$ cat config.mk
export PLATFORM = sky130hd
export DESIGN_NAME = parity_bit_frame_packer
export DESIGN_NICKNAME = d
export VERILOG_FILES = /design/src/pfp_pkg.sv /design/src/parity_bit_frame_packer.sv
export SDC_FILE = /design/constraint.sdc
export NUM_CORES = 1
export LEC_CHECK = 0
export BUFFER_PORTS_ARGS = -buffer_cell sky130_fd_sc_hd__clkbuf_2
export CAP_MARGIN = 5
export CORE_MARGIN = 4
export CORE_UTILIZATION = 45
export DETAILED_ROUTE_END_ITERATION = 6
export GPL_TIMING_DRIVEN = 0
export REMOVE_ABC_BUFFERS = 1
export SYNTH_ARGS = -nofsm -noshare
export SYNTH_HDL_FRONTEND = slang
export SYNTH_SLANG_ARGS = --single-unit
$ cat constraint.sdc
create_clock -name clk -period 5.6 [get_ports clk]
set_input_delay 0.28 -clock clk [delete_from_list [all_inputs] [get_ports clk]]
set_output_delay 0.28 -clock clk [all_outputs]
set_load 0.1 [all_outputs]
$ cat src/pfp_pkg.sv
// ----------------------------------------------------------------------------
// Parity bit frame packer package
// Shared constants, codes and the result record of the frame packer.
// ----------------------------------------------------------------------------
package pfp_pkg;

  localparam int MAX_FIFO_BYTES_DEFAULT = 48;
  localparam int RX_CAPACITY_RESET      = 64;
  localparam int RBUF_DEPTH             = 4;

  localparam logic OP_TX = 1'b0;
  localparam logic OP_RX = 1'b1;

  typedef enum logic [1:0] {
    KIND_TX_BYTE = 2'd0,
    KIND_RX_BYTE = 2'd1,
    KIND_SUMMARY = 2'd2
  } kind_t;

  typedef struct packed {
    kind_t       kind;
    logic [7:0]  data;
    logic        parity;
    logic [5:0]  count;
    logic [3:0]  bits;
    logic        error;
    logic        last;
  } result_t;

endpackage

$ cat src/parity_bit_frame_packer.sv
// ----------------------------------------------------------------------------
// Parity bit frame packer
// Packs transmit bytes with their parity bits into FIFO bytes and unpacks
// received FIFO bytes into data bytes with parity, with a frame summary.
// ----------------------------------------------------------------------------
// The block takes one request per cycle while in_ready is high and turns it
// into zero to three results in the same cycle, which enter a four-entry result
// buffer that drains one result per cycle on the output port while out_ready is
// high. A request is accepted while the buffer holds at most one result, so
// requests that give one result each flow at one per cycle while out_ready is
// high, and the k results of one request leave the output one after another.
module parity_bit_frame_packer #(
  parameter int MAX_FIFO_BYTES = pfp_pkg::MAX_FIFO_BYTES_DEFAULT
) (
  input  logic       clk,
  input  logic       rst,
  input  logic       cfg_we,
  input  logic [6:0] cfg_wdata,
  input  logic       in_valid,
  output logic       in_ready,
  input  logic       opcode,
  input  logic [7:0] in_byte,
  input  logic       in_parity,
  input  logic       in_last,
  input  logic [2:0] in_last_bits,
  output logic       out_valid,
  input  logic       out_ready,
  output logic [1:0] out_kind,
  output logic [7:0] out_byte,
  output logic       out_parity,
  output logic [5:0] out_count,
  output logic [3:0] out_bits,
  output logic       out_error,
  output logic       out_last
);

  localparam logic [5:0] MaxBytes = 6'(MAX_FIFO_BYTES);

  logic [6:0] rx_capacity;
  logic [7:0] bit_buf, bit_buf_next;
  logic [3:0] pend, pend_next;
  logic [5:0] seen, seen_next;
  logic [5:0] grps, grps_next;
  logic       ovf, ovf_next;

  pfp_pkg::result_t rbuf [pfp_pkg::RBUF_DEPTH];
  pfp_pkg::result_t rbuf_next [pfp_pkg::RBUF_DEPTH];
  logic [2:0] count, count_next;

  pfp_pkg::result_t cand [3];
  logic [2:0]       cvalid;

  logic accept, pop;

  logic [2:0]  tx_p;
  logic [7:0]  tx_base;
  logic [15:0] tx_word;
  logic        tx_full;
  logic [2:0]  tx_rem;
  logic        tx_ok0, tx_ok1, tx_need2, tx_keep2, tx_ovf;
  logic [5:0]  tx_seen1, tx_whole;

  logic        rx_in, rx_grp, rx_emit;
  logic [3:0]  rx_nb, rx_add, rx_pend;
  logic [7:0]  rx_mask, rx_buf;
  logic [15:0] rx_word;
  logic [4:0]  rx_total;
  logic [5:0]  rx_seen;

  logic [2:0] base;
  logic [1:0] slot [3];

  assign accept    = in_valid && in_ready;
  assign out_valid = (count != 3'd0);
  assign pop       = out_valid && out_ready;
  assign in_ready  = (count <= 3'd1);

  always_comb begin
    tx_p     = (pend > 4'd7) ? 3'd7 : pend[2:0];
    tx_base  = (pend > 4'd7) ? {1'b0, bit_buf[6:0]} : bit_buf;
    tx_word  = {8'd0, tx_base} | ({7'd0, in_parity, in_byte} << tx_p);
    tx_full  = (tx_p == 3'd7);
    tx_rem   = tx_full ? 3'd0 : tx_p + 3'd1;
    tx_ok0   = (seen < MaxBytes);
    tx_seen1 = seen + {5'd0, tx_ok0};
    tx_need2 = tx_full || (in_last && (tx_rem != 3'd0));
    tx_ok1   = (tx_seen1 < MaxBytes);
    tx_keep2 = tx_need2 && tx_ok1;
    tx_whole = tx_seen1 + {5'd0, tx_keep2 && tx_full};
    tx_ovf   = ovf || !tx_ok0 || (tx_need2 && !tx_ok1);

    rx_in    = (seen < MaxBytes);
    rx_nb    = (in_last && (in_last_bits != 3'd0)) ? {1'b0, in_last_bits} : 4'd8;
    rx_mask  = ~(8'hFF << rx_nb);
    rx_add   = rx_in ? rx_nb : 4'd0;
    rx_word  = {8'd0, bit_buf} |
               (rx_in ? ({8'd0, in_byte & rx_mask} << pend) : 16'd0);
    rx_total = {1'b0, pend} + {1'b0, rx_add};
    rx_grp   = (rx_total >= 5'd9);
    rx_emit  = rx_grp && ({1'b0, grps} < rx_capacity) && (grps != 6'd63);
    rx_buf   = rx_grp ? {1'b0, rx_word[15:9]} : rx_word[7:0];
    rx_pend  = rx_grp ? 4'(rx_total - 5'd9) : rx_total[3:0];
    rx_seen  = seen + {5'd0, rx_in};
  end

  always_comb begin
    for (int i = 0; i < 3; i++) begin
      cand[i] = '0;
    end
    cvalid       = '0;
    bit_buf_next = bit_buf;
    pend_next    = pend;
    seen_next    = seen;
    grps_next    = grps;
    ovf_next     = ovf;
    if (opcode == pfp_pkg::OP_TX) begin
      cand[0].kind = pfp_pkg::KIND_TX_BYTE;
      cand[0].data = tx_word[7:0];
      cvalid[0]    = tx_ok0;
      cand[1].kind = pfp_pkg::KIND_TX_BYTE;
      cand[1].data = tx_word[15:8];
      cvalid[1]    = tx_keep2;
      cand[2].kind  = pfp_pkg::KIND_SUMMARY;
      cand[2].count = tx_ovf ? 6'd0 : tx_whole;
      cand[2].bits  = tx_ovf ? 4'd0 : {1'b0, tx_rem};
      cand[2].error = tx_ovf;
      cand[2].last  = 1'b1;
      cvalid[2]     = in_last;
      bit_buf_next  = tx_full ? 8'd0 : tx_word[15:8];
      pend_next     = {1'b0, tx_rem};
      seen_next     = tx_seen1 + {5'd0, tx_keep2};
      ovf_next      = tx_ovf;
    end else begin
      cand[0].kind   = pfp_pkg::KIND_RX_BYTE;
      cand[0].data   = rx_word[7:0];
      cand[0].parity = rx_word[8];
      cvalid[0]      = rx_emit;
      cand[1].kind   = pfp_pkg::KIND_SUMMARY;
      cand[1].data   = rx_buf;
      cand[1].count  = grps + {5'd0, rx_emit};
      cand[1].bits   = rx_pend;
      cand[1].last   = 1'b1;
      cvalid[1]      = in_last;
      bit_buf_next   = rx_buf;
      pend_next      = rx_pend;
      seen_next      = rx_seen;
      grps_next      = grps + {5'd0, rx_emit};
    end
    if (in_last) begin
      bit_buf_next = 8'd0;
      pend_next    = 4'd0;
      seen_next    = 6'd0;
      grps_next    = 6'd0;
      ovf_next     = 1'b0;
    end
  end

  always_comb begin
    base    = count - {2'd0, pop};
    slot[0] = base[1:0];
    slot[1] = 2'(base + {2'd0, cvalid[0]});
    slot[2] = 2'(base + {2'd0, cvalid[0]} + {2'd0, cvalid[1]});
    for (int j = 0; j < pfp_pkg::RBUF_DEPTH - 1; j++) begin
      rbuf_next[j] = pop ? rbuf[j + 1] : rbuf[j];
    end
    rbuf_next[pfp_pkg::RBUF_DEPTH - 1] = rbuf[pfp_pkg::RBUF_DEPTH - 1];
    count_next = base;
    if (accept) begin
      for (int j = 0; j < pfp_pkg::RBUF_DEPTH; j++) begin
        for (int i = 0; i < 3; i++) begin
          if (cvalid[i] && (slot[i] == 2'(j))) begin
            rbuf_next[j] = cand[i];
          end
        end
      end
      count_next = base + {2'd0, cvalid[0]} + {2'd0, cvalid[1]} + {2'd0, cvalid[2]};
    end
  end

  always_ff @(posedge clk) begin
    if (rst) begin
      rx_capacity <= 7'(pfp_pkg::RX_CAPACITY_RESET);
      bit_buf     <= '0;
      pend        <= '0;
      seen        <= '0;
      grps        <= '0;
      ovf         <= 1'b0;
      count       <= '0;
    end else begin
      if (cfg_we) begin
        rx_capacity <= cfg_wdata;
      end
      if (accept) begin
        bit_buf <= bit_buf_next;
        pend    <= pend_next;
        seen    <= seen_next;
        grps    <= grps_next;
        ovf     <= ovf_next;
      end
      count <= count_next;
    end
  end

  always_ff @(posedge clk) begin
    rbuf <= rbuf_next;
  end

  assign out_kind   = rbuf[0].kind;
  assign out_byte   = rbuf[0].data;
  assign out_parity = rbuf[0].parity;
  assign out_count  = rbuf[0].count;
  assign out_bits   = rbuf[0].bits;
  assign out_error  = rbuf[0].error;
  assign out_last   = rbuf[0].last;

  a_count_bound: assert property (@(posedge clk) disable iff (rst)
    count <= 3'(pfp_pkg::RBUF_DEPTH))
    else $error("Result buffer count exceeds its depth.");

  a_pend_bound: assert property (@(posedge clk) disable iff (rst)
    pend <= 4'd8)
    else $error("Pending bit count exceeds one byte.");

  a_drain: assert property (@(posedge clk) disable iff (rst)
    pop && !accept |=> count == $past(count) - 3'd1)
    else $error("Result buffer did not shrink on a lone pop.");

  a_frame_clear: assert property (@(posedge clk) disable iff (rst)
    accept && in_last |=> pend == 4'd0 && seen == 6'd0 && grps == 6'd0 && !ovf)
    else $error("Frame state not cleared after a closing request.");

  a_last_kind: assert property (@(posedge clk) disable iff (rst)
    out_valid && out_last |-> out_kind == pfp_pkg::KIND_SUMMARY)
    else $error("Closing result is not a summary.");

endmodule
## Yosys cells after proc, flatten, opt, wreduce, memory -nomap -nowiden

Index checks and enable logic that the tools add are counted.

- Register bits: 127
- Word-level logic and storage cells: 156

- Shift operators: 3
- Magnitude comparators: 6
- Bitwise gates (word level): 4
- Add/subtract/negate cells: 11
- Reductions and logical operators: 38
- Equality and inequality tests: 12
- Muxes and demuxes: 47

Operators with widths:

| kind | count |
|---|---|
| $mux W23 | 15 |
| $mux W92 | 1 |
| $mux W8 | 5 |
| $or A8 B16 Y16 | 2 |
| $mux W6 | 5 |
| $add A6 B1 Y6 | 4 |
| $logic_and A1 B1 Y1 | 21 |
| $mux W10 | 2 |
| $mux W4 | 5 |
| $mux W16 | 1 |
| $shl A8 B4 Y16 | 1 |
| $shl A9 B3 Y16 | 1 |
| $eq A2 B2 Y1 const B | 6 |
| $lt A6 B6 Y1 const B | 2 |
| $mux W12 | 1 |
| $mux W3 | 4 |
| $reduce_bool A3 Y1 | 4 |
| $add A3 B1 Y3 | 3 |
| $mux W9 | 1 |
| $and A8 B8 Y8 | 1 |
| $not A8 Y8 | 1 |
| $shl A8 B4 Y8 const A | 1 |
| $lt A6 B7 Y1 | 1 |
| $eq A2 B1 Y1 const B | 3 |
| 18 further kinds | 30 |

## Logic depth before layout (Yosys ltp)

Gate-level depths: netlist of the first run.

- Depth after elaboration: 15
- Depth in mapped cells: 24
- Depth with buffers taken out: 19

## Worst setup path after synthesis of the first run

Ideal clock, no wire load.

- Kind: register to register
- Start: register count[2]
- End: register rbuf[10] (netlist bit) (enable)
- Arrival: 6.752 ns
- Stages on the path, launching flop included: 15
- Path slack: -1.566 ns
- Path through: dfxtp_1 > nor2_1 > nand2_1 > nand2_1 > clkinv_1 > buf_2 > buf_2 > buf_2 > ha_1 > inv_1 > ha_1 > ha_1 > ha_1 > nand3_1 > a31oi_1

- Elaborated cells on any way between the ends: 15

RTL lines:

| what | line | RTL |
|---|---|---|
| from (decl) | parity_bit_frame_packer.sv:48 | `logic [2:0] count, count_next;` |
| from (signal assigned) | parity_bit_frame_packer.sv:200 | `count <= count_next;` |
| $le A3 B1 Y1 | parity_bit_frame_packer.sv:76 | `assign in_ready = (count <= 3'd1);` |
| net in_ready | parity_bit_frame_packer.sv:20 | `output logic in_ready,` |
| $logic_and A1 B1 Y1 | parity_bit_frame_packer.sv:73 | `assign accept = in_valid && in_ready;` |
| $reduce_and A2 Y1 (no line) | -- |  |
| to (signal assigned) | parity_bit_frame_packer.sv:205 | `rbuf <= rbuf_next;` |
| to (decl) | parity_bit_frame_packer.sv:46 | `pfp_pkg::result_t rbuf [pfp_pkg::RBUF_DEPTH];` |

The timed path passes the listed nets, and every way through them passes these cells.
A chain may end at the register's enable or synchronous reset.

==> results of run 1 <==
## placed cells by master (no fill, tap or decap), types with 4 or more instances in the layout
cell type / synthesis / final
sky130_fd_sc_hd__mux2i_1: 87 / 87
sky130_fd_sc_hd__o32a_1: 4 / 4
sky130_fd_sc_hd__o21ai_0: 57 / 57
sky130_fd_sc_hd__and2_1: 7 / 5
sky130_fd_sc_hd__edfxtp_1: 22 / 22
sky130_fd_sc_hd__nand2b_1: 14 / 14
sky130_fd_sc_hd__o21ai_1: 8 / 8
sky130_fd_sc_hd__ha_1: 29 / 29
sky130_fd_sc_hd__mux4_2: 4 / 4
sky130_fd_sc_hd__nand4b_1: 4 / 4
sky130_fd_sc_hd__a21o_1: 4 / 4
sky130_fd_sc_hd__xor2_1: 6 / 6
sky130_fd_sc_hd__a22oi_1: 25 / 25
sky130_fd_sc_hd__nor2b_1: 4 / 4
sky130_fd_sc_hd__nand3b_1: 6 / 6
sky130_fd_sc_hd__nor3_2: 1 / 4
sky130_fd_sc_hd__a211oi_1: 14 / 14
sky130_fd_sc_hd__nor3_1: 34 / 31
sky130_fd_sc_hd__o22ai_1: 58 / 58
sky130_fd_sc_hd__nand3_1: 21 / 19
sky130_fd_sc_hd__a31o_2: 4 / 4
sky130_fd_sc_hd__a21oi_1: 62 / 62
sky130_fd_sc_hd__a31oi_1: 14 / 13
sky130_fd_sc_hd__or3_1: 8 / 8
sky130_fd_sc_hd__a32oi_1: 8 / 8
sky130_fd_sc_hd__o31ai_1: 5 / 5
sky130_fd_sc_hd__nand2_1: 105 / 101
sky130_fd_sc_hd__dfxtp_1: 104 / 102
sky130_fd_sc_hd__o211ai_1: 7 / 7
sky130_fd_sc_hd__nand4_1: 7 / 7
sky130_fd_sc_hd__clkbuf_16: 0 / 19
sky130_fd_sc_hd__and3_1: 14 / 14
sky130_fd_sc_hd__clkbuf_2: 0 / 50
sky130_fd_sc_hd__xnor2_1: 16 / 15
sky130_fd_sc_hd__inv_1: 23 / 23
sky130_fd_sc_hd__nor2_1: 98 / 97
## power groups by stage
stage               logic, mW  clock network [mW]  registers, mW
floorplan                1.83                   0           1.93
global placement         3.00                   0           1.45
detailed placement       3.02                   0           1.45
CTS                      3.08                1.12           1.43
global route             3.39                1.16           1.47
finish                   3.17                1.11           1.44
## worst paths after layout
| check | startpoint | end | cells past startpoint | slack (ns) |
|---|---|---|---|---|
| hold reg to reg | bit_buf[5] | bit_buf[5] | 2 | 0.48 |
| setup / recovery | seen[4] | rbuf[63] | 17 | 0.34 |
| setup reg to reg | seen[4] | rbuf[63] | 17 | 0.34 |
| hold / removal | cfg_wdata[6] | rx_capacity[6] | 2 | 0.06 |
## metal layers
metal  global-route usage [%]  wire length [um]  vias up
met5                        0                 0        -
met4                     6.99               427        0
met3                     3.68              1890       37
met2                     37.8             12100      343
met1                     35.2             12500     3973
li1                         -                 -     3900
## layout make-up
cell class                      instances  area share [%]
Timing Repair Buffer                   55            3.26
Tap cell                              260            3.39
Multi-Input combinational cell        815            57.5
Clock buffer                           24            5.36
Inverter                               26            1.07
Sequential cell                       126            28.6
Clock inverter                          8           0.782
## worst reg2reg max path: cells and delay by family (launching register included)
kind	cells	cell delay, ns
AOI/OAI and AO/OA	2	0.48
adders and majority gates	5	1.63
and+or+nand+nor	9	2.54
buffers and inverters	1	0.08
DFF	1	0.48
## cell families after synthesis
family                     share of synthesized area (%)
and+or+nand+nor                                     18.9
adders and majority gates                           4.58
buffers and inverters                               7.23
DFF                                                 31.2
AOI/OAI and AO/OA                                   24.5
muxes                                               11.4
xor gates and xnor gates                            2.19
## through the flow
step                      cell area [sq um]  hold slack, ns
after floorplan                        8250           0.349
after global placement                 8830           0.461
after detailed placement               8880           0.465
after CTS                              9540          0.0481
after global routing                   9600          0.0712
final                                  9600          0.0647
## state kept, by name (all words and copies together) (netlist names), 3 cells and up
name and cells:
count 3, seen 6, pend 4, out_count 6, bit_buf 8, grps 6
out_byte 8, rx_capacity 7, out_bits 4, rbuf 68
## what timing repair did
action	CTS	global route
setup endpoints to repair	88	68
setup buffers	4	0
hold buffers	0	0
gates cloned	1	0
endpoints found under the hold margin	0	0
pin swaps	3	0
gates resized for setup	5	14
==> results by stage, run 1 <==
Run status:
- The flow ran to the end, and the final reports show no timing, DRC or antenna violations.

Timing:
- The post-layout minimum cycle time is 5.26 ns.
- The final critical path takes up approximately 94% of the cycle.
- Setup repair after global routing left no endpoint under its margin.
- The count of pins over their slew limit was 0.
- Between clock sinks in the finished design, the worst skew comes to around 0.013 ns.
- Summed over all failing endpoints, the final setup total negative slack is 0 ns.
- Setup violations remaining at the end of the flow were counted as 0.
- The minimum setup slack in the final design is approximately 0.34 ns.
- For this run, the top clock speed supported by timing is ~0.19 GHz.
- The actual transition at the worst max-transition pin is around 1.2 ns.
- The final hold violation count is 0.
- The worst slew margin relative to its limit is 20.1%.

Yosys:
- For this run, the number of Yosys warnings is 0.
- For this run, asynchronously set or reset flops after synthesis account for 0%.
- After synthesis, the netlist uses 92 different library cells.
- Counting flops with a built-in enable in the synthesized netlist gives 22.
- Of the post-synthesis cell area, the dominant cell type holds 23.7%.
- The post-synthesis cell count is about 1100.
- By count the netlist is led by 105 x sky130_fd_sc_hd__nand2_1, 104 x sky130_fd_sc_hd__dfxtp_1, 98 x sky130_fd_sc_hd__nor2_1.
- The sequential share of the synthesized area is 31.2%.
- After synthesis the netlist holds a flip-flop and latch count of 126.
- The most used standard cell by instance count after synthesis is sky130_fd_sc_hd__nand2_1.
- The leading register cell type out of synthesis is sky130_fd_sc_hd__dfxtp_1.
- The mean post-synth cell area is 8.25 sq um.
- sky130_fd_sc_hd__dfxtp_1 takes more of the synthesized area than any other cell.
- Sorting the synthesized cells by area gives the leading types as sky130_fd_sc_hd__dfxtp_1 24%, sky130_fd_sc_hd__mux2i_1 9.9%, sky130_fd_sc_hd__edfxtp_1 7.5%.
- The combined area of all synthesized cells is about 8800 sq um.

Layout:
- Once layout is complete, the cells apart from fillers number 1314.
- Compared with the post-synthesis result, the final layout area differs by 9.15%.
- The filler cell count is about 1800.
- The area used by sequential logic in the layout is 2750 sq um.
- The multi-input combinational cells in the finished layout cover a total of 5520 sq um.
- Measured on the finished design, the core utilization comes to between 50% and 60%.
- After the last flow step, the layout net total stands at around 1100.
- Of the cells placed in the final design, the portion with a size suffix greater than 1 is 13.2%.
- The number of antenna diodes is 0.

GRT:
- The first global-routing pass estimated 42.5 mm of wire.
- Entering global routing, the biggest net connects 75 pins.
- For this run the aggregate overflow at the end of global routing stands at 0.
- Global routing used 24.4% of the available tracks.
- The via count of the first global-routing pass came to around 7500.
- The initial antenna violation count came to 0.

CTS:
- The total clock buffers created by CTS is 17.
- TritonCTS built the clock tree.
- Clock latency on the worst-skew pair, taken at its later pin, is 0.43 ns.
- Counting every sink on the clock net gives 126.
- The level count of the clock H-tree is 4.
- No sink is reached through more buffers than the 2 on the longest clock path.
- The library cell used as clock root buffer is sky130_fd_sc_hd__clkbuf_16.
- After clock tree synthesis, the clock-pin slew on the worst setup and hold paths is roughly 0.06 ns.

Worst setup path:
- The signal arrival time at the worst endpoint is about 5.6 ns.
- Grouping stages by cell kind, the critical path spends the most delay in simple AND/OR/NAND/NOR gates.
- The sum of buffers and inverters on the critical path is 1.
- The data required time of the worst path is 5.96 ns.
- The critical setup path kind is flop to flop.
- The kind of start point of the critical path is a flop.
- The kind of capture point of the worst setup path is a flop.
- The delay contributed by the slowest stage of the critical path is 0.79 ns.
- The cell with the most instances on the worst path is sky130_fd_sc_hd__ha_1.
- The cell type of the slowest stage on the worst timing path is sky130_fd_sc_hd__or2_1.
- In this run the worst path has a maximum fanout of 17.
- The signal on the critical path passes through nand2_2 -> and3_1 -> ha_1 -> fa_1 -> inv_1 -> ha_1 -> or3_1 -> o22ai_1 -> o211ai_1 -> nand2_1 -> nor2_1 -> ha_1 -> ha_1 -> or2_1 -> nand3_1 -> or3_1 -> nand3_1.

Placement:
- The number of buffer cells added on primary ports is 50.
- The final RePlAce weighted congestion is between 0.9 and 1.
- Timing analysis after detailed placement gives a worst setup slack of -0.741 ns.
- The number of placed instances, taps included, is 1277.
- The sum of net half-perimeters after detailed placement is 18.4 mm.

Power and ir drop:
- The total leakage power is roughly 3.6 nW.
- The sequential cell fraction of total power is 25.1%.
- Net switching is 48.6% of the power.
- The power per unit of standard cell area is 595 nW/um^2.
- The fraction of power consumed by combinational cells is between 50% and 60%.
- The total design power is about 5.7 mW.
- The largest vdd supply drop is 0.364 mV.
- The internal portion of the total power is 2.93 mW.
- The clock share of power is 19.4%.
- For this design the total switching power over the nets is 2.78 mW.

Floorplan:
- The die outline height is 148 um.
- The core region area is 19000 sq um.
- Pin placement for this block handled 51 I/O pins.
- In this run the horizontal extent of the chip is roughly 150 um.
- The die area is between 20000 and 25000 sq um.
- The number of rows created at floorplan is 50.
- Once the floorplan was initialized, standard cells occupied 46.4% of the core.

Detailed routing:
- Summed over all layers, the routed wires come to 27.0 mm.
- The number of routed nets with antenna violations is 0.
- The routed layout has 8253 vias.
- The number of detailed-route iterations in the first pass is 5.
- After detailed routing, the average wire length per cell comes to 20.5 um.
- The remaining design rule violation count is 0.
- The average via count per standard cell is 6.28.
- After the first detailed-routing iteration, the DRC count stood at 1010.

Run:
- Max-cap violations in this run came to 0.

Min path:
- The path class of the tightest hold or removal check is input port to flop.
(Power assumes the default switching activity.)
==> run 2, diff against run 1 <==
Settings changed: CELL_PAD_IN_SITES_DETAIL_PLACEMENT set to 0, CELL_PAD_IN_SITES_GLOBAL_PLACEMENT set to 1, CORE_UTILIZATION 45 to 40, PLACE_DENSITY_LB_ADDON set to 0.1.
==> results by stage, run 2 (synthesized netlist as in run 1, its figures left out) <==
Worst setup path:
- The maximum fanout encountered on the critical timing path is 12 (-5).
- The cell type of the slowest stage on the worst timing path is sky130_fd_sc_hd__fa_1.
- STA classifies the critical path endpoint as a flop.
- On the critical path the largest part of the delay comes from simple AND/OR/NAND/NOR gates.
- The sum of buffers and inverters on the critical path came to 2 (+1).
- The number of stages on the worst setup path is 19 (+2).
- The signal arrival time at the worst endpoint is 5.50 ns (-0.13 ns).
- Following the worst setup path forward leads to its endpoint at out_bits[0].
- Counting stages on the worst path, the most repeated cell is sky130_fd_sc_hd__ha_1.
- The critical setup path kind is flop to flop.
- The startpoint identified for the worst register-to-register timing path is seen[4].
- Traced cell by cell, the critical path runs through nand2_2 -> and3_1 -> ha_1 -> fa_1 -> inv_1 -> ha_1 -> or3_1 -> o22ai_1 -> o211ai_1 -> nand2_1 -> nor2_1 -> ha_1 -> ha_1 -> nor3_2 -> and2_2 -> nor2_1 -> a21oi_4 -> buf_4 -> o22ai_1.
- The slack of the worst reg-to-reg path is 0.36 ns (+0.02 ns).
- The most critical setup path has its startpoint at seen[4].
- The endpoint identified for the worst register-to-register timing path is out_bits[0].
- The number of cells on the worst reg-to-reg path is 19 (+2).
- The kind of start point of the critical path is a flop.
- The delay contributed by the slowest stage of the critical path is 0.55 ns (-0.24 ns).
- The data required time of the worst path is 5.86 ns (-0.10 ns).

Timing:
- The count of pins over their slew limit is 0 (unchanged).
- The final hold violation count is 0 (unchanged).
- The worst slew margin relative to its limit is 13.9% (-6.3 points).
- The share of the clock period used by the worst path after layout came to 93.5% (-0.44 points).
- The actual transition at the worst max-transition pin came to 1.29 ns (+0.0957 ns).
- The post-layout minimum cycle time is 5.24 ns (-0.0245 ns).
- The maximum operating frequency was 0.191 GHz (+0.47%).
- The final count of negative-setup-slack endpoints came to 0 (unchanged).
- The post-route clock skew is 0.0121 ns (-0.000467 ns).
- The total negative setup slack is 0 ns (unchanged).

Detailed routing:
- The number of detailed-route iterations in the first pass came to 5 (unchanged).
- The wire length after detailed routing is 29.0 mm (+7.4%).
- The wire length per cell is 21.8 um (+6.0%).
- The remaining design rule violation count is 0 (unchanged).
- The average via count per standard cell is 6.08 (-3.2%).
- The number of vias in the routed layout came to 8100 (-1.9%).
- The initial detailed-routing violation count is 823 (-19%).
- The number of routed nets with antenna violations is 0 (unchanged).

GRT:
- The global-route wire length before repair is 44.7 mm (+5.1%).
- The via count of the first global-routing pass is 7523 (+0.35%).
- The pin count of the biggest net entering global routing is 75 (unchanged).
- The initial antenna violation count is 0 (unchanged).
- The overall fraction of global-route tracks in use is 23.4% (-0.97 points).
- The total overflow reported by the global router is 0 (unchanged).

Placement:
- The number of buffer cells added on primary ports is 50 (unchanged).
- The sum of net half-perimeters after detailed placement was 19.6 mm (+6.6%).
- The final RePlAce weighted congestion was 0.894 (-4.1%).

CTS:
- The maximum buffer depth of the clock tree was 2 (unchanged).
- The clock edge transition at the registers on the reported setup and hold paths came to 0.06 ns (about the same).
- The CTS sink count came to 126 (unchanged).
- The total clock buffers created by CTS is 17 (unchanged).
- The library cell used as clock root buffer is sky130_fd_sc_hd__clkbuf_16.
- The level count of the clock H-tree is 4 (unchanged).
- The clock latency on the worst-skew pair is 0.42 ns (about the same).
- TritonCTS built the clock tree.

Layout:
- The flip-flop count of the largest register, all copies and words added is 68 (unchanged).
- rbuf holds more flip-flops than any other register.
- The number of antenna diodes is 0 (unchanged).
- The synthesis-to-layout area growth is 9.86%.
- The ratio of cells with drive above 1 in the final layout is 13.4% (+0.25 points).
- The number of nets in the finished design came to 1100 (+0.27%).
- The utilization after layout is 45.2% (-5.4 points).
- The top cell types in the final layout, fill and taps aside, are 101 x sky130_fd_sc_hd__nand2_1, 101 x sky130_fd_sc_hd__dfxtp_1, 97 x sky130_fd_sc_hd__nor2_1.

Floorplan:
- The core region area came to 21400 sq um (+13%).
- The number of rows created at floorplan is 53 (+6.0%).
- The initial standard-cell utilization of the core is 41.2% (-5.2 points).
- The die extent in x is 156 um (+5.7%).
- The die outline height is 156 um (+5.7%).
- The die area is 24400 sq um (+12%).
- The number of ports placed on the die boundary is 51 (unchanged).

Run status:
- The run finished with clean final reports.

Power and ir drop:
- The total leakage power is 3.61 nW (+0.20%).
- The power per unit of standard cell area is 603 nW/um^2 (+1.2%).
- The largest vdd supply drop is 0.369 mV (+1.4%).

Run:
- The total of max-cap violations is 0 (unchanged).

Min path:
- The kind of path behind the tightest hold check is input port to flop.
-- run 2: cell types whose count changed in the layout (fill, tap and decap cells not counted), sizes merged --
cell	delta
clkinvlp	+2
buf	+3
inv	-2
clkbuf	-2
bufinv	+2
-- run 2: per-layer routing --
layer | GRT usage, % | vias up | routed length [um]
met4 | 5.29 | 0 | 443
met5 | 0 | - | 0
met1 | 34.5 | 3890 | 14100
li1 | - | 3904 | -
met2 | 35.8 | 276 | 12800
met3 | 3.93 | 30 | 1590
-- run 2: worst min path at each step --
stage / startpoint / end / depth (start not counted)
finish: cfg_wdata[6] / rx_capacity[6] / 2
global route: cfg_wdata[6] / rx_capacity[6] / 2
CTS: cfg_wdata[6] / rx_capacity[6] / 2
detailed placement: bit_buf[2] / bit_buf[2] / 2
global placement: bit_buf[2] / bit_buf[2] / 2
floorplan: rst / bit_buf[2] / 1
-- run 2: final cells by class --
cell class / instances / area [sq um]
repair buffers: 58 / 335
flip-flops and latches: 126 / 2750
fillers: 2156 / 11700
multi-input cells: 815 / 5530
clock buffers: 22 / 465
inverters: 26 / 103
well taps: 275 / 344
clock inverters: 10 / 135
-- run 2: repair_timing --
action,CTS,global route
resized for setup,14,9
gates cloned,1,0
buffers inserted,4,3
hold buffers,0,0
endpoints found under the setup margin,110,73
pin swaps,3,1
-- run 2: power breakdown --
part | internal, mW | switching, mW | leakage (nW)
Combinational | 0.989 | 2.24 | 2.26
Sequential | 1.27 | 0.162 | 1.06
Clock | 0.725 | 0.425 | 0.285
-- run 2: worst reg2reg max path: stages (launching register included) --
cell,delay [ns]
sky130_fd_sc_hd__dfxtp_2,0.48
sky130_fd_sc_hd__nand2_2,0.27
sky130_fd_sc_hd__and3_1,0.28
sky130_fd_sc_hd__ha_1,0.20
sky130_fd_sc_hd__fa_1,0.55
sky130_fd_sc_hd__inv_1,0.08
sky130_fd_sc_hd__ha_1,0.18
sky130_fd_sc_hd__or3_1,0.30
sky130_fd_sc_hd__o22ai_1,0.25
sky130_fd_sc_hd__o211ai_1,0.21
sky130_fd_sc_hd__nand2_1,0.14
sky130_fd_sc_hd__nor2_1,0.06
sky130_fd_sc_hd__ha_1,0.40
sky130_fd_sc_hd__ha_1,0.43
sky130_fd_sc_hd__nor3_2,0.29
sky130_fd_sc_hd__and2_2,0.38
sky130_fd_sc_hd__nor2_1,0.13
sky130_fd_sc_hd__a21oi_4,0.17
sky130_fd_sc_hd__buf_4,0.20
sky130_fd_sc_hd__o22ai_1,0.08
-- run 2: per-stage QoR --
stage	power [mW]	instances	hold slack [ns]	area, sq um	setup WS, ns
after detailed placement	4.52	1292	0.465	8900	-0.975
after global routing	6.16	1332	0.0713	9660	-0.0227
after CTS	5.76	1329	0.0547	9600	0.0770
final	5.82	1332	0.0688	9660	0.364
after global placement	4.52	1291	0.459	8850	-3.76
after floorplan	3.75	966	0.349	8250	-3.49
==> run 3, diff against run 2 <==
Settings changed: CELL_PAD_IN_SITES_DETAIL_PLACEMENT 0 to 1, CELL_PAD_IN_SITES_GLOBAL_PLACEMENT 1 to 2, CORE_MARGIN 4 to unset, CORE_UTILIZATION 40 to 34.
==> results by stage, run 3 (synthesized netlist as in run 1, its figures left out) <==
Run status:
- The run finished with clean final reports.

Timing:
- Setup repair after global routing left no endpoint under its margin.
- The worst slew margin relative to its limit is 12.3% (-1.5 points).
- The share of the clock period used by the worst path after layout is 93.5% (about the same).
- The actual transition at the worst max-transition pin is 1.32 ns (+0.0229 ns).
- The maximum operating frequency is 0.191 GHz (about the same).
- The final count of negative-setup-slack endpoints came to 0 (unchanged).
- The minimum setup slack in the final design is 0.363 ns (-0.000876 ns).
- The count of pins over their slew limit was 0 (unchanged).
- The minimum hold slack is 0.0556 ns (-0.0132 ns).
- The final hold violation count came to 0 (unchanged).
- The total negative setup slack is 0 ns (unchanged).
- The post-route clock skew came to 0.00927 ns (-0.00286 ns).
- The post-layout minimum cycle time is 5.24 ns (+0.000876 ns).

Power and ir drop:
- The total design power was 5.88 mW (+1.0%).
- The power per unit of standard cell area is 603 nW/um^2 (+0.14%).
- The total leakage power is 3.63 nW (+0.56%).
- The largest vdd supply drop is 0.478 mV (+30%).

Detailed routing:
- The average via count per standard cell is 5.92 (-2.7%).
- The detailed route wirelength on metal3 was 1.04 mm (-35%).
- In this run the top signal layer used is met4.
- The wire length after detailed routing is 31.5 mm (+8.7%).
- The wire length per cell is 22.7 um (+4.3%).
- The number of routed nets with antenna violations is 0 (unchanged).
- The remaining design rule violation count was 0 (unchanged).
- The met2 wire length is 14.1 mm (+10%).
- The number of detailed-route iterations in the first pass came to 5 (unchanged).
- The number of vias in the routed layout is 8214 (+1.4%).
- The initial detailed-routing violation count is 710 (-14%).
- The routed length on met1 came to 15.9 mm (+13%).

Placement:
- The placement-stage worst setup slack is -1.17 ns (-0.196 ns).
- The instance area at placement was 8970 sq um (+0.77%).
- The placed cell count is 1347 (+4.3%).
- The final RePlAce weighted congestion is 0.808 (-9.6%).
- The sum of net half-perimeters after detailed placement was 21.9 mm (+12%).
- The number of buffer cells added on primary ports came to 50 (unchanged).

Layout:
- The number of standard cells in the layout, taps in and fillers out is 1388 (+4.2%).
- The flip-flop count of the largest register, all copies and words added is 68 (unchanged).
- The finished layout cell area is 9740 sq um (+0.85%).
- In the layout the commonest cells are 101 x sky130_fd_sc_hd__nand2_1, 101 x sky130_fd_sc_hd__dfxtp_1, 95 x sky130_fd_sc_hd__nor2_1.
- The synthesis-to-layout area growth is 10.8%.
- The ratio of cells with drive above 1 in the final layout is 14.1% (+0.65 points).
- The utilization after layout is 38.6% (-6.7 points).
- The top register by number of flip-flops is rbuf.
- The number of nets in the finished design is 1101 (+0.091%).
- The number of antenna diodes came to 0 (unchanged).

CTS:
- The CTS sink count came to 126 (unchanged).
- The clock latency on the worst-skew pair is 0.43 ns (about the same).
- The maximum buffer depth of the clock tree was 2 (unchanged).
- The total clock buffers created by CTS is 17 (unchanged).
- The library cell used as clock root buffer is sky130_fd_sc_hd__clkbuf_16.
- The TritonCTS clock tree is yes.
- The level count of the clock H-tree is 4 (unchanged).
- The clock edge transition at the registers on the reported setup and hold paths is 0.06 ns (about the same).

Worst setup path:
- The signal arrival time at the worst endpoint is 5.37 ns (-0.13 ns).
- The critical setup path kind is flop to flop.
- The launch point of the worst reg-to-reg path is count[2].
- The critical path starts at count[2].
- The maximum fanout encountered on the critical timing path is 67 (+55).
- The data required time of the worst path is 5.73 ns (-0.13 ns).
- The kind of capture point of the worst setup path is a flop.
- The kind of start point of the critical path is a flop.

Floorplan:
- The die extent in x is 163 um (+4.2%).
- The core region area is 25300 sq um (+18%).
- The number of ports placed on the die boundary was 51 (unchanged).
- The die area is 26500 sq um (+8.6%).
- The initial standard-cell utilization of the core was 34.8% (-6.4 points).
- The number of rows created at floorplan came to 58 (+9.4%).
- The die outline height is 163 um (+4.2%).

GRT:
- The initial antenna violation count was 0 (unchanged).
- The pin count of the biggest net entering global routing is 75 (unchanged).
- The total overflow reported by the global router is 0 (unchanged).
- The overall fraction of global-route tracks in use came to 24.4% (+0.98 points).
- The global-route wire length before repair is 49.3 mm (+10%).
- The via count of the first global-routing pass was 8134 (+8.1%).

Min path:
- The kind of path behind the tightest hold check is input port to flop.
- The start point of the worst hold path is cfg_wdata[6].

Run:
- The total of max-cap violations is 0 (unchanged).
run 3: cell count changes in the layout (fill, tap and decap cells not counted), sizes merged:
cell    change
buf         +1
clkbuf      -4
clkinv      +3
inv         +1
run 3: timing repair:
item / 4_1_cts / 5_1_grt
endpoints found under the hold margin: 0 / 0
resized for setup: 14 / 14
setup endpoints to repair: 112 / 87
pin swaps: 3 / 1
hold buffers: 0 / 0
buffers inserted: 5 / 3
gates cloned: 1 / 0
run 3: area by class of cell:
type	instances	area, sq um
Clock inverter	14	166
Sequential cell	126	2750
Timing Repair Buffer	59	343
Tap cell	330	413
Multi-Input combinational cell	815	5540
Fill cell	3045	15500
Clock buffer	18	429
Inverter	26	103
run 3: power by group:
part           leakage (nW)  internal, mW  switching, mW
sequential             1.06          1.27          0.167
clock                 0.286         0.700          0.459
combinational          2.28          1.00           2.28
run 3: final timing paths:
check / end / slack [ns] / depth (start not counted)
max: rbuf[5] / 0.36 / 12
min: rx_capacity[6] / 0.06 / 2
max reg2reg: rbuf[5] / 0.36 / 12
min reg2reg: bit_buf[2] / 0.48 / 2
run 3: per-layer routing:
metal / vias up / global-route usage [%]
met1: 4106 / 34.9
met5: - / 0
met3: 32 / 3.34
li1: 3901 / -
met2: 175 / 38.1
met4: 0 / 6.16
run 3: critical path: stages (launching register included):
cell and delay [ns]:
sky130_fd_sc_hd__dfxtp_1 0.32, sky130_fd_sc_hd__nor2_1 0.36, sky130_fd_sc_hd__nand2_1 0.23, sky130_fd_sc_hd__nand2_1 0.54
sky130_fd_sc_hd__clkinv_4 0.76, sky130_fd_sc_hd__ha_1 0.65, sky130_fd_sc_hd__inv_1 0.10, sky130_fd_sc_hd__ha_1 0.38
sky130_fd_sc_hd__ha_1 0.27, sky130_fd_sc_hd__ha_1 0.41, sky130_fd_sc_hd__nand3_2 0.35, sky130_fd_sc_hd__a31oi_4 0.30
sky130_fd_sc_hd__buf_4 0.22
